$ cat src/sv/rlsf_pkg.sv
`default_nettype none
// ----------------------------------------------------------------------------
// rlsf_pkg
// Shared types and constants of the radio link search controller.
// ----------------------------------------------------------------------------
package rlsf_pkg;

  localparam int unsigned CFG_ADDR_W = 2;
  localparam int unsigned CFG_DATA_W = 16;
  localparam int unsigned PERIOD_W   = 16;
  localparam int unsigned CHAN_W     = 7;
  localparam int unsigned CODE_W     = 3;

  typedef enum logic [CFG_ADDR_W-1:0] {
    CFG_SEARCH_TICKS  = 2'd0,
    CFG_ANSWER_TICKS  = 2'd1,
    CFG_STANDBY_TICKS = 2'd2,
    CFG_TOP_CHANNEL   = 2'd3
  } cfg_addr_t;

  typedef enum logic [5:0] {
    ST_STANDBY = 6'b000001,
    ST_WAIT_TX = 6'b000010,
    ST_HOP     = 6'b000100,
    ST_PROBE   = 6'b001000,
    ST_BEACON  = 6'b010000,
    ST_WAIT_AN = 6'b100000
  } ctrl_state_t;

  localparam logic [CODE_W-1:0] CODE_STANDBY = 3'd0;
  localparam logic [CODE_W-1:0] CODE_WAIT_TX = 3'd1;
  localparam logic [CODE_W-1:0] CODE_HOP     = 3'd2;
  localparam logic [CODE_W-1:0] CODE_PROBE   = 3'd3;
  localparam logic [CODE_W-1:0] CODE_BEACON  = 3'd4;
  localparam logic [CODE_W-1:0] CODE_WAIT_AN = 3'd5;

  localparam logic [PERIOD_W-1:0] SEARCH_TICKS_RST  = 16'd1000;
  localparam logic [PERIOD_W-1:0] ANSWER_TICKS_RST  = 16'd100;
  localparam logic [PERIOD_W-1:0] STANDBY_TICKS_RST = 16'd5000;
  localparam logic [CHAN_W-1:0]   TOP_CHANNEL_RST   = 7'd127;

  function automatic logic [CODE_W-1:0] state_code(input ctrl_state_t st);
    logic [CODE_W-1:0] code;
    unique case (st)
      ST_STANDBY: code = CODE_STANDBY;
      ST_WAIT_TX: code = CODE_WAIT_TX;
      ST_HOP:     code = CODE_HOP;
      ST_PROBE:   code = CODE_PROBE;
      ST_BEACON:  code = CODE_BEACON;
      ST_WAIT_AN: code = CODE_WAIT_AN;
      default:    code = CODE_HOP;
    endcase
    return code;
  endfunction

endpackage
`default_nettype wire

$ cat src/sv/rlsf_if.sv
`default_nettype none
// ----------------------------------------------------------------------------
// rlsf interfaces
// Poll, result and configuration channels of the radio link search controller.
// ----------------------------------------------------------------------------
interface rlsf_in_if;
  logic valid;
  logic ready;
  logic time_tick;
  logic line_level;
  logic rx_ready;
  logic rx_checksum_ok;
  logic rx_status_request;
  logic tx_busy;

  modport source (output valid, time_tick, line_level, rx_ready, rx_checksum_ok,
                  rx_status_request, tx_busy, input ready);
  modport sink (input valid, time_tick, line_level, rx_ready, rx_checksum_ok,
                rx_status_request, tx_busy, output ready);
endinterface

interface rlsf_out_if;
  logic       valid;
  logic       ready;
  logic [6:0] channel;
  logic       channel_changed;
  logic       send_beacon;
  logic       send_status;
  logic       status_on_line;
  logic       link_up;
  logic [2:0] fsm_state;

  modport source (output valid, channel, channel_changed, send_beacon, send_status,
                  status_on_line, link_up, fsm_state, input ready);
  modport sink (input valid, channel, channel_changed, send_beacon, send_status,
                status_on_line, link_up, fsm_state, output ready);
endinterface

interface rlsf_cfg_if;
  logic        valid;
  logic        ready;
  logic [1:0]  addr;
  logic [15:0] data;

  modport source (output valid, addr, data, input ready);
  modport sink (input valid, addr, data, output ready);
endinterface
`default_nettype wire

$ cat src/sv/radio_link_search_fsm.sv
`default_nettype none
// ----------------------------------------------------------------------------
// radio_link_search_fsm
// Six-state link controller that hops radio channels, sends beacons and keeps
// the link in standby until a timeout.
// ----------------------------------------------------------------------------
// Each transaction on in_ch is one poll of the control loop. The poll is
// evaluated against the controller state in the accepting cycle and its result
// is loaded into the output register, so it appears on out_ch in the cycle after
// acceptance. One poll can be accepted every cycle unless out_ch stalls.
// The output register acts as the only buffer: in_ch.ready is high while the
// register is empty or is being drained in the same cycle. When the receiver
// stalls, the pending result holds and in_ch stops after one result waits.
// cfg_ch writes the four period and channel registers; it is always ready and
// is meant to be used only while no poll is in flight.
// Reset puts the controller in the hop state on channel 0 with all timers at
// zero, restores the register defaults and empties the output register.
// ----------------------------------------------------------------------------
module radio_link_search_fsm
  import rlsf_pkg::*;
#(
  parameter int unsigned TIMER_BITS = 16
) (
  input  wire logic  clk,
  input  wire logic  rst_n,
  rlsf_in_if.sink    in_ch,
  rlsf_out_if.source out_ch,
  rlsf_cfg_if.sink   cfg_ch
);

  localparam int unsigned CMP_W = (TIMER_BITS > PERIOD_W) ? TIMER_BITS : PERIOD_W;

  logic [PERIOD_W-1:0]   search_ticks_r, answer_ticks_r, standby_ticks_r;
  logic [CHAN_W-1:0]     top_channel_r;

  ctrl_state_t           state_r, state_nxt;
  logic [CHAN_W-1:0]     chan_r, chan_nxt;
  logic [TIMER_BITS-1:0] search_cnt_r, search_cnt_nxt;
  logic [TIMER_BITS-1:0] answer_cnt_r, answer_cnt_nxt;
  logic [TIMER_BITS-1:0] standby_cnt_r, standby_cnt_nxt;
  logic                  last_line_r, last_line_nxt;

  logic                  out_valid_r;
  logic [CHAN_W-1:0]     out_chan_r;
  logic                  out_chg_r, out_beacon_r, out_status_r, out_flag_r, out_link_r;
  logic [CODE_W-1:0]     out_code_r;

  logic                  ch_chg, beacon, status, flag;
  logic                  in_fire;
  logic [TIMER_BITS-1:0] search_tk, answer_tk, standby_tk;
  logic                  search_exp, answer_exp, standby_exp;

  function automatic logic [TIMER_BITS-1:0] tick_cnt(input logic [TIMER_BITS-1:0] c,
                                                      input logic tick);
    logic [TIMER_BITS-1:0] r;
    r = c;
    if (tick && (c != '1)) begin
      r = c + TIMER_BITS'(1);
    end
    return r;
  endfunction

  assign cfg_ch.ready = 1'b1;
  assign in_ch.ready  = !out_valid_r || out_ch.ready;
  assign in_fire      = in_ch.valid && in_ch.ready;

  always_ff @(posedge clk) begin
    if (!rst_n) begin
      search_ticks_r  <= SEARCH_TICKS_RST;
      answer_ticks_r  <= ANSWER_TICKS_RST;
      standby_ticks_r <= STANDBY_TICKS_RST;
      top_channel_r   <= TOP_CHANNEL_RST;
    end else if (cfg_ch.valid) begin
      case (cfg_addr_t'(cfg_ch.addr))
        CFG_SEARCH_TICKS:  search_ticks_r  <= cfg_ch.data;
        CFG_ANSWER_TICKS:  answer_ticks_r  <= cfg_ch.data;
        CFG_STANDBY_TICKS: standby_ticks_r <= cfg_ch.data;
        CFG_TOP_CHANNEL:   top_channel_r   <= cfg_ch.data[CHAN_W-1:0];
        default: ;
      endcase
    end
  end

  always_comb begin
    search_tk   = tick_cnt(search_cnt_r, in_ch.time_tick);
    answer_tk   = tick_cnt(answer_cnt_r, in_ch.time_tick);
    standby_tk  = tick_cnt(standby_cnt_r, in_ch.time_tick);
    search_exp  = CMP_W'(search_tk)  >= CMP_W'(search_ticks_r);
    answer_exp  = CMP_W'(answer_tk)  >= CMP_W'(answer_ticks_r);
    standby_exp = CMP_W'(standby_tk) >= CMP_W'(standby_ticks_r);

    state_nxt       = state_r;
    chan_nxt        = chan_r;
    search_cnt_nxt  = search_tk;
    answer_cnt_nxt  = answer_tk;
    standby_cnt_nxt = standby_tk;
    last_line_nxt   = last_line_r;
    ch_chg          = 1'b0;
    beacon          = 1'b0;
    status          = 1'b0;
    flag            = 1'b0;

    unique case (state_r)
      ST_STANDBY: begin
        if (in_ch.line_level != last_line_r) begin
          status        = 1'b1;
          flag          = in_ch.line_level;
          last_line_nxt = in_ch.line_level;
          state_nxt     = ST_WAIT_TX;
        end else if (in_ch.rx_ready) begin
          if (in_ch.rx_checksum_ok) begin
            standby_cnt_nxt = '0;
            if (in_ch.rx_status_request) begin
              status        = 1'b1;
              flag          = in_ch.line_level;
              last_line_nxt = in_ch.line_level;
              state_nxt     = ST_WAIT_TX;
            end
          end
        end else if (standby_exp) begin
          state_nxt = ST_HOP;
        end
      end
      ST_WAIT_TX: begin
        if (!in_ch.tx_busy) begin
          state_nxt = ST_STANDBY;
        end
      end
      ST_PROBE: begin
        if (search_exp) begin
          state_nxt = ST_HOP;
        end else begin
          beacon    = 1'b1;
          state_nxt = ST_BEACON;
        end
      end
      ST_BEACON: begin
        if (!in_ch.tx_busy) begin
          answer_cnt_nxt = '0;
          state_nxt      = ST_WAIT_AN;
        end
      end
      ST_WAIT_AN: begin
        if (answer_exp) begin
          state_nxt = ST_PROBE;
        end else if (in_ch.rx_ready && in_ch.rx_checksum_ok) begin
          standby_cnt_nxt = '0;
          state_nxt       = ST_STANDBY;
        end
      end
      default: begin
        chan_nxt       = (chan_r < top_channel_r) ? chan_r + CHAN_W'(1) : '0;
        ch_chg         = 1'b1;
        search_cnt_nxt = '0;
        state_nxt      = ST_PROBE;
      end
    endcase
  end

  always_ff @(posedge clk) begin
    if (!rst_n) begin
      state_r       <= ST_HOP;
      chan_r        <= '0;
      search_cnt_r  <= '0;
      answer_cnt_r  <= '0;
      standby_cnt_r <= '0;
      last_line_r   <= 1'b0;
      out_valid_r   <= 1'b0;
    end else begin
      if (in_fire) begin
        state_r       <= state_nxt;
        chan_r        <= chan_nxt;
        search_cnt_r  <= search_cnt_nxt;
        answer_cnt_r  <= answer_cnt_nxt;
        standby_cnt_r <= standby_cnt_nxt;
        last_line_r   <= last_line_nxt;
        out_valid_r   <= 1'b1;
      end else if (out_ch.ready) begin
        out_valid_r <= 1'b0;
      end
    end
  end

  always_ff @(posedge clk) begin
    if (in_fire) begin
      out_chan_r   <= chan_nxt;
      out_chg_r    <= ch_chg;
      out_beacon_r <= beacon;
      out_status_r <= status;
      out_flag_r   <= flag;
      out_link_r   <= (state_nxt == ST_STANDBY) || (state_nxt == ST_WAIT_TX);
      out_code_r   <= state_code(state_nxt);
    end
  end

  assign out_ch.valid           = out_valid_r;
  assign out_ch.channel         = out_chan_r;
  assign out_ch.channel_changed = out_chg_r;
  assign out_ch.send_beacon     = out_beacon_r;
  assign out_ch.send_status     = out_status_r;
  assign out_ch.status_on_line  = out_flag_r;
  assign out_ch.link_up         = out_link_r;
  assign out_ch.fsm_state       = out_code_r;

  // Every accepted poll must leave a result in the output register.
  a_fire_loads: assert property (@(posedge clk) disable iff (!rst_n)
    in_fire |=> out_valid_r)
    else $error("accepted poll produced no result");

  a_state_onehot: assert property (@(posedge clk) disable iff (!rst_n)
    $onehot(state_r))
    else $error("controller state lost its one-hot code");

  a_beacon_state: assert property (@(posedge clk) disable iff (!rst_n)
    (out_valid_r && out_beacon_r) |-> (out_code_r == CODE_BEACON))
    else $error("beacon start outside the beacon state");

  a_hop_probe: assert property (@(posedge clk) disable iff (!rst_n)
    (out_valid_r && out_chg_r) |-> (out_code_r == CODE_PROBE) && !out_link_r)
    else $error("channel change did not lead to the probe state");

  a_status_link: assert property (@(posedge clk) disable iff (!rst_n)
    (out_valid_r && out_status_r) |-> (out_code_r == CODE_WAIT_TX) && out_link_r)
    else $error("status start did not lead to the wait state");

endmodule
`default_nettype wire
$ cat src/flat_wrapper.sv
// flat-port wrapper written by rule: the top's interface ports become plain ports
module radio_link_search_fsm_flat import rlsf_pkg::*;
#(
  parameter int unsigned TIMER_BITS = 16
)
  (clk, rst_n, in_ch_valid, in_ch_time_tick, in_ch_line_level, in_ch_rx_ready, in_ch_rx_checksum_ok, in_ch_rx_status_request, in_ch_tx_busy, in_ch_ready, out_ch_valid, out_ch_channel, out_ch_channel_changed, out_ch_send_beacon, out_ch_send_status, out_ch_status_on_line, out_ch_link_up, out_ch_fsm_state, out_ch_ready, cfg_ch_valid, cfg_ch_addr, cfg_ch_data, cfg_ch_ready);
  rlsf_in_if in_ch_i ();
  rlsf_out_if out_ch_i ();
  rlsf_cfg_if cfg_ch_i ();
  input  wire logic clk;
  input  wire logic rst_n;
  input wire logic [$bits(in_ch_i.valid)-1:0] in_ch_valid;
  input wire logic [$bits(in_ch_i.time_tick)-1:0] in_ch_time_tick;
  input wire logic [$bits(in_ch_i.line_level)-1:0] in_ch_line_level;
  input wire logic [$bits(in_ch_i.rx_ready)-1:0] in_ch_rx_ready;
  input wire logic [$bits(in_ch_i.rx_checksum_ok)-1:0] in_ch_rx_checksum_ok;
  input wire logic [$bits(in_ch_i.rx_status_request)-1:0] in_ch_rx_status_request;
  input wire logic [$bits(in_ch_i.tx_busy)-1:0] in_ch_tx_busy;
  output wire logic [$bits(in_ch_i.ready)-1:0] in_ch_ready;
  output wire logic [$bits(out_ch_i.valid)-1:0] out_ch_valid;
  output wire logic [$bits(out_ch_i.channel)-1:0] out_ch_channel;
  output wire logic [$bits(out_ch_i.channel_changed)-1:0] out_ch_channel_changed;
  output wire logic [$bits(out_ch_i.send_beacon)-1:0] out_ch_send_beacon;
  output wire logic [$bits(out_ch_i.send_status)-1:0] out_ch_send_status;
  output wire logic [$bits(out_ch_i.status_on_line)-1:0] out_ch_status_on_line;
  output wire logic [$bits(out_ch_i.link_up)-1:0] out_ch_link_up;
  output wire logic [$bits(out_ch_i.fsm_state)-1:0] out_ch_fsm_state;
  input wire logic [$bits(out_ch_i.ready)-1:0] out_ch_ready;
  input wire logic [$bits(cfg_ch_i.valid)-1:0] cfg_ch_valid;
  input wire logic [$bits(cfg_ch_i.addr)-1:0] cfg_ch_addr;
  input wire logic [$bits(cfg_ch_i.data)-1:0] cfg_ch_data;
  output wire logic [$bits(cfg_ch_i.ready)-1:0] cfg_ch_ready;
  assign in_ch_i.valid = in_ch_valid;
  assign in_ch_i.time_tick = in_ch_time_tick;
  assign in_ch_i.line_level = in_ch_line_level;
  assign in_ch_i.rx_ready = in_ch_rx_ready;
  assign in_ch_i.rx_checksum_ok = in_ch_rx_checksum_ok;
  assign in_ch_i.rx_status_request = in_ch_rx_status_request;
  assign in_ch_i.tx_busy = in_ch_tx_busy;
  assign in_ch_ready = in_ch_i.ready;
  assign out_ch_valid = out_ch_i.valid;
  assign out_ch_channel = out_ch_i.channel;
  assign out_ch_channel_changed = out_ch_i.channel_changed;
  assign out_ch_send_beacon = out_ch_i.send_beacon;
  assign out_ch_send_status = out_ch_i.send_status;
  assign out_ch_status_on_line = out_ch_i.status_on_line;
  assign out_ch_link_up = out_ch_i.link_up;
  assign out_ch_fsm_state = out_ch_i.fsm_state;
  assign out_ch_i.ready = out_ch_ready;
  assign cfg_ch_i.valid = cfg_ch_valid;
  assign cfg_ch_i.addr = cfg_ch_addr;
  assign cfg_ch_i.data = cfg_ch_data;
  assign cfg_ch_ready = cfg_ch_i.ready;
  radio_link_search_fsm #(.TIMER_BITS(TIMER_BITS)) u_core (.clk(clk), .rst_n(rst_n), .in_ch(in_ch_i), .out_ch(out_ch_i), .cfg_ch(cfg_ch_i));
endmodule
$ cat config.mk
export PLATFORM = sky130hd
export DESIGN_NAME = radio_link_search_fsm_flat
export DESIGN_NICKNAME = d
export VERILOG_FILES = /design/src/sv/rlsf_pkg.sv /design/src/sv/rlsf_if.sv /design/src/sv/radio_link_search_fsm.sv /design/src/flat_wrapper.sv
export SDC_FILE = /design/constraint.sdc
export NUM_CORES = 1
export LEC_CHECK = 0
export BUFFER_PORTS_ARGS = -buffer_cell sky130_fd_sc_hd__buf_2
export CAP_MARGIN = 20
export CORE_UTILIZATION = 58
export DETAILED_ROUTE_END_ITERATION = 7
export HOLD_SLACK_MARGIN = 0.1
export PLACE_DENSITY = 0.77
export SLEW_MARGIN = 30
export SYNTH_ARGS = -nofsm -noshare
export SYNTH_HDL_FRONTEND = slang
export SYNTH_SLANG_ARGS = --single-unit
$ cat constraint.sdc
create_clock -name clk -period 9.6 [get_ports clk]
set_clock_uncertainty 0.15 [all_clocks]
set_input_delay 1.92 -clock clk [delete_from_list [all_inputs] [get_ports clk]]
set_output_delay 1.92 -clock clk [all_outputs]
set_load 0.1 [all_outputs]
==> results.py <==
metrics = {
    "setup_path": {
        "r2r-end": "u_core.out_ch.fsm_state[2]",
        "required_ns": 9.64,
        "path_class": "in -> reg",
        "slowest_stage": "or4_1",
        "startpoint_type": "input pin",
        "cp-end-kind": "flop",
        "cp_cell_sequence": "buf_2, and3_1, nand3_1, a21oi_1, nand4_1, xnor2_1, ha_1, and4_1, nand4_1, or4_1, nand3_1, a31oi_1, and3b_1",
        "max_stage_delay_ns": 0.61,
        "crit_arrival_ns": 5.42,
        "reg2reg_depth": 12,
        "r2r_start": "u_core.answer_cnt_r[4]",
        "reg2reg_setup_slack_ns": 5.46,
        "cp_max_fo": 18,
    },
    "global_routing": {
        "grt_antenna_before_repair": 0,
        "grt_first_pass_wirelength_um": 33200,
        "grt_max_degree": 48,
        "overflow": 0,
        "grt.total_usage_pct": 30.3,
        "grt_pass1_vias": 6727,
    },
    "clock_network": {
        "cts_tree": "yes",
        "clkLatencyLatePin_ns": 0.43,
        "clkSinkCount": 133,
        "cts-root-buf": "clkbuf_16",
        "htreeDepth": 4,
        "cts-buffers-inserted": 17,
        "cts_resized": 0,
        "postCtsSetupRepairBufs": 0,
        "ctsHoldBuffers": 0,
        "path_clk_slew_ns": 0.06,
        "clk_path_buf_depth": 2,
    },
    "timing": {
        "final.setup.tns_ns": 0,
        "tightestPinTransition_ns": 0.832,
        "max-slew-margin-rel_pct": 44.5,
        "setup_viol": 0,
        "grt_setup_unrepaired": "no",
        "post-route-period-util_pct": 56.1,
        "hold_slack_ns": 0.304,
        "fmax_ghz": 0.186,
        "drv_slew": 0,
        "hold_violations": 0,
        "fin_crit_ns": 5.38,
    },
    "route": {
        "drt_wl_total_um": 19900,
        "drt_iter0_markers": 656,
        "drc": 0,
        "drt_first_pass_iters": 5,
        "ant_nets": 0,
        "avgViaCountPerCell": 5.99,
        "vias": 7120,
        "post_drt_wl_per_cell_um": 16.8,
    },
    "floorplanning": {
        "io_pins": 47,
        "rows": 42,
        "die_area_um2": 14000,
        "die_w_um": 118,
        "die_h_um": 118,
        "coreArea_um2": 13200,
        "start_util_pct": 59.3,
    },
    "layout": {
        "nNetsFinal": 1086,
        "area_delta_synth_final_pct": 11.8,
        "drive_gt1_share_pct": 10.6,
        "final_cell_mix": "159 x nand2_1, 118 x dfxtp_1, 86 x a21oi_1, 63 x inv_1, 58 x ha_1",
        "fin_area_um2": 8780,
        "final_common_cell": "nand2_1",
        "num_antenna_cells": 0,
    },
    "placed_design": {
        "dpl-instance-area_um2": 8150,
        "gp_congestion": 0.872,
        "dpl.hpwl_um": 14200,
        "port-buffer-count": 45,
    },
    "run": {
        "cap_viol_max_count": 0,
    },
    "power_and_ir_drop": {
        "total_power_mw": 1.45,
        "p_per_area_nw_per_um2": 165,
        "p_leak_nw": 3.53,
        "ir_drop_mv": 0.109,
    },
    "yosys": {
        "synth_top_area_share_pct": 30.1,
        "synth.distinct_cells": 73,
        "synth.avg_cell_area_um2": 8.04,
        "syn-num-nets": 1063,
        "yosys_warnings": 0,
        "synth-seq-cells": 133,
        "ys_top_cells_by_area": "dfxtp_1 30%, ha_1 9.2%, nand2_1 7.6%",
        "yosysTopAreaCell": "dfxtp_1",
        "yosysSeqAreaShare_pct": 35.8,
        "async_flop_share_pct": 0,
        "synthFlopType": "dfxtp_1",
        "synth_edf_count": 15,
        "postSynthCellCount": 976,
        "netlist_area_um2": 7850,
    },
    "min_path": {
        "min_path_cells": 2,
        "hold_end": "u_core.answer_ticks_r[4]",
        "hold_class": "reg -> reg",
        "hold_start": "u_core.answer_ticks_r[4]",
    },
    "outcome": {
        "status": "completed",
    },
}
==> cells in the mapped netlist, types with 13 or more instances <==
master    count
a21oi_1      86
a31oi_1      13
and3_1       15
clkbuf_1     30
dfxtp_1     118
edfxtp_1     15
ha_1         58
inv_1        64
nand2_1     159
nand3_1      34
nand4_1      25
nor2_1       57
nor3_1       17
o211ai_1     22
o21ai_0      38
or3_1        14
xnor2_1      42
xor2_1       14
==> how the worst max path moves through the flow <==
stage                     slack [ns]                          to       startpoint  depth (start not counted)
after floorplan                 4.55  u_core.out_ch.fsm_state[2]  in_ch_time_tick                         13
after global placement          3.78     u_core.standby_cnt_r[9]  in_ch_time_tick                         13
after detailed placement        3.86  u_core.out_ch.fsm_state[2]  in_ch_time_tick                         13
after CTS                       4.30  u_core.out_ch.fsm_state[2]  in_ch_time_tick                         13
after global routing            4.07  u_core.out_ch.fsm_state[2]  in_ch_time_tick                         13
final                           4.22  u_core.out_ch.fsm_state[2]  in_ch_time_tick                         13
==> cells by family after synthesis <==
kind of cell | count (synthesis) | synth area share (%)
AOI/OAI and AO/OA | 233 | 18.9
xor gates and xnor gates | 56 | 6.25
adders and majority gates | 58 | 9.24
buffers and inverters | 113 | 5.83
DFF | 133 | 35.8
muxes | 7 | 0.988
other | 1 | 0.0478
and+or+nand+nor | 375 | 22.9
==> final cells by class <==
type,count,area [µm²]
inverters,66,250
fillers,1173,4460
well taps,176,220
multi-input cells,730,4590
clock inverters,12,175
repair buffers,51,270
flip-flops and latches,133,2810
clock buffers,20,457
==> worst max-delay path, delay by kind of cell <==
| family | cells | cell delay (ns) |
|---|---|---|
| AOI/OAI and AO/OA | 2 | 0.69 |
| buffers and inverters | 1 | 0.33 |
| xor gates and xnor gates | 1 | 0.18 |
| and+or+nand+nor | 8 | 1.98 |
| adders and majority gates | 1 | 0.31 |
==> stage by stage <==
step / setup slack, ns / utilization (%) / cells
detailed placement: 3.86 / 61.5 / 1156
floorplan: 4.55 / - / 976
CTS: 4.30 / 66.3 / 1188
global route: 4.07 / 66.3 / 1188
finish: 4.22 / 66.3 / 1188
global placement: 3.78 / 61.5 / 1156
==> where the power goes <==
part,internal (mW),switching [mW],total [mW]
clock network,0.448,0.253,0.700
registers,0.581,0.0111,0.593
logic,0.0410,0.115,0.156
==> sequential cells by signal (all words and copies together) (netlist names) <==
| register | count |
|---|---|
| u_core.top_channel_r | 7 |
| u_core.last_line_r | 1 |
| u_core.out_ch.send_beacon | 1 |
| u_core.out_ch.send_status | 1 |
| u_core.out_ch.status_on_line | 1 |
| u_core.standby_ticks_r | 16 |
| u_core.search_ticks_r | 16 |
| u_core.out_ch.channel | 7 |
| u_core.search_cnt_r | 16 |
| u_core.answer_ticks_r | 16 |
| u_core.out_ch.channel_changed | 1 |
| u_core.standby_cnt_r | 16 |
| u_core.out_ch.fsm_state | 3 |
| u_core.out_ch.link_up | 1 |
| u_core.state_r | 6 |
| u_core.chan_r | 7 |
| u_core.answer_cnt_r | 16 |
| u_core.out_ch.valid | 1 |
==> layer usage <==
| layer | vias to the layer above | wire length (µm) | track usage (%) |
|---|---|---|---|
| met5 | - | 0 | 0 |
| met4 | 0 | 731 | 16.1 |
| met3 | 53 | 1310 | 6.66 |
| met2 | 260 | 9030 | 48.4 |
| met1 | 3308 | 8860 | 38.2 |
| li1 | 3499 | - | - |
Power figures use the tool's default switching activity.
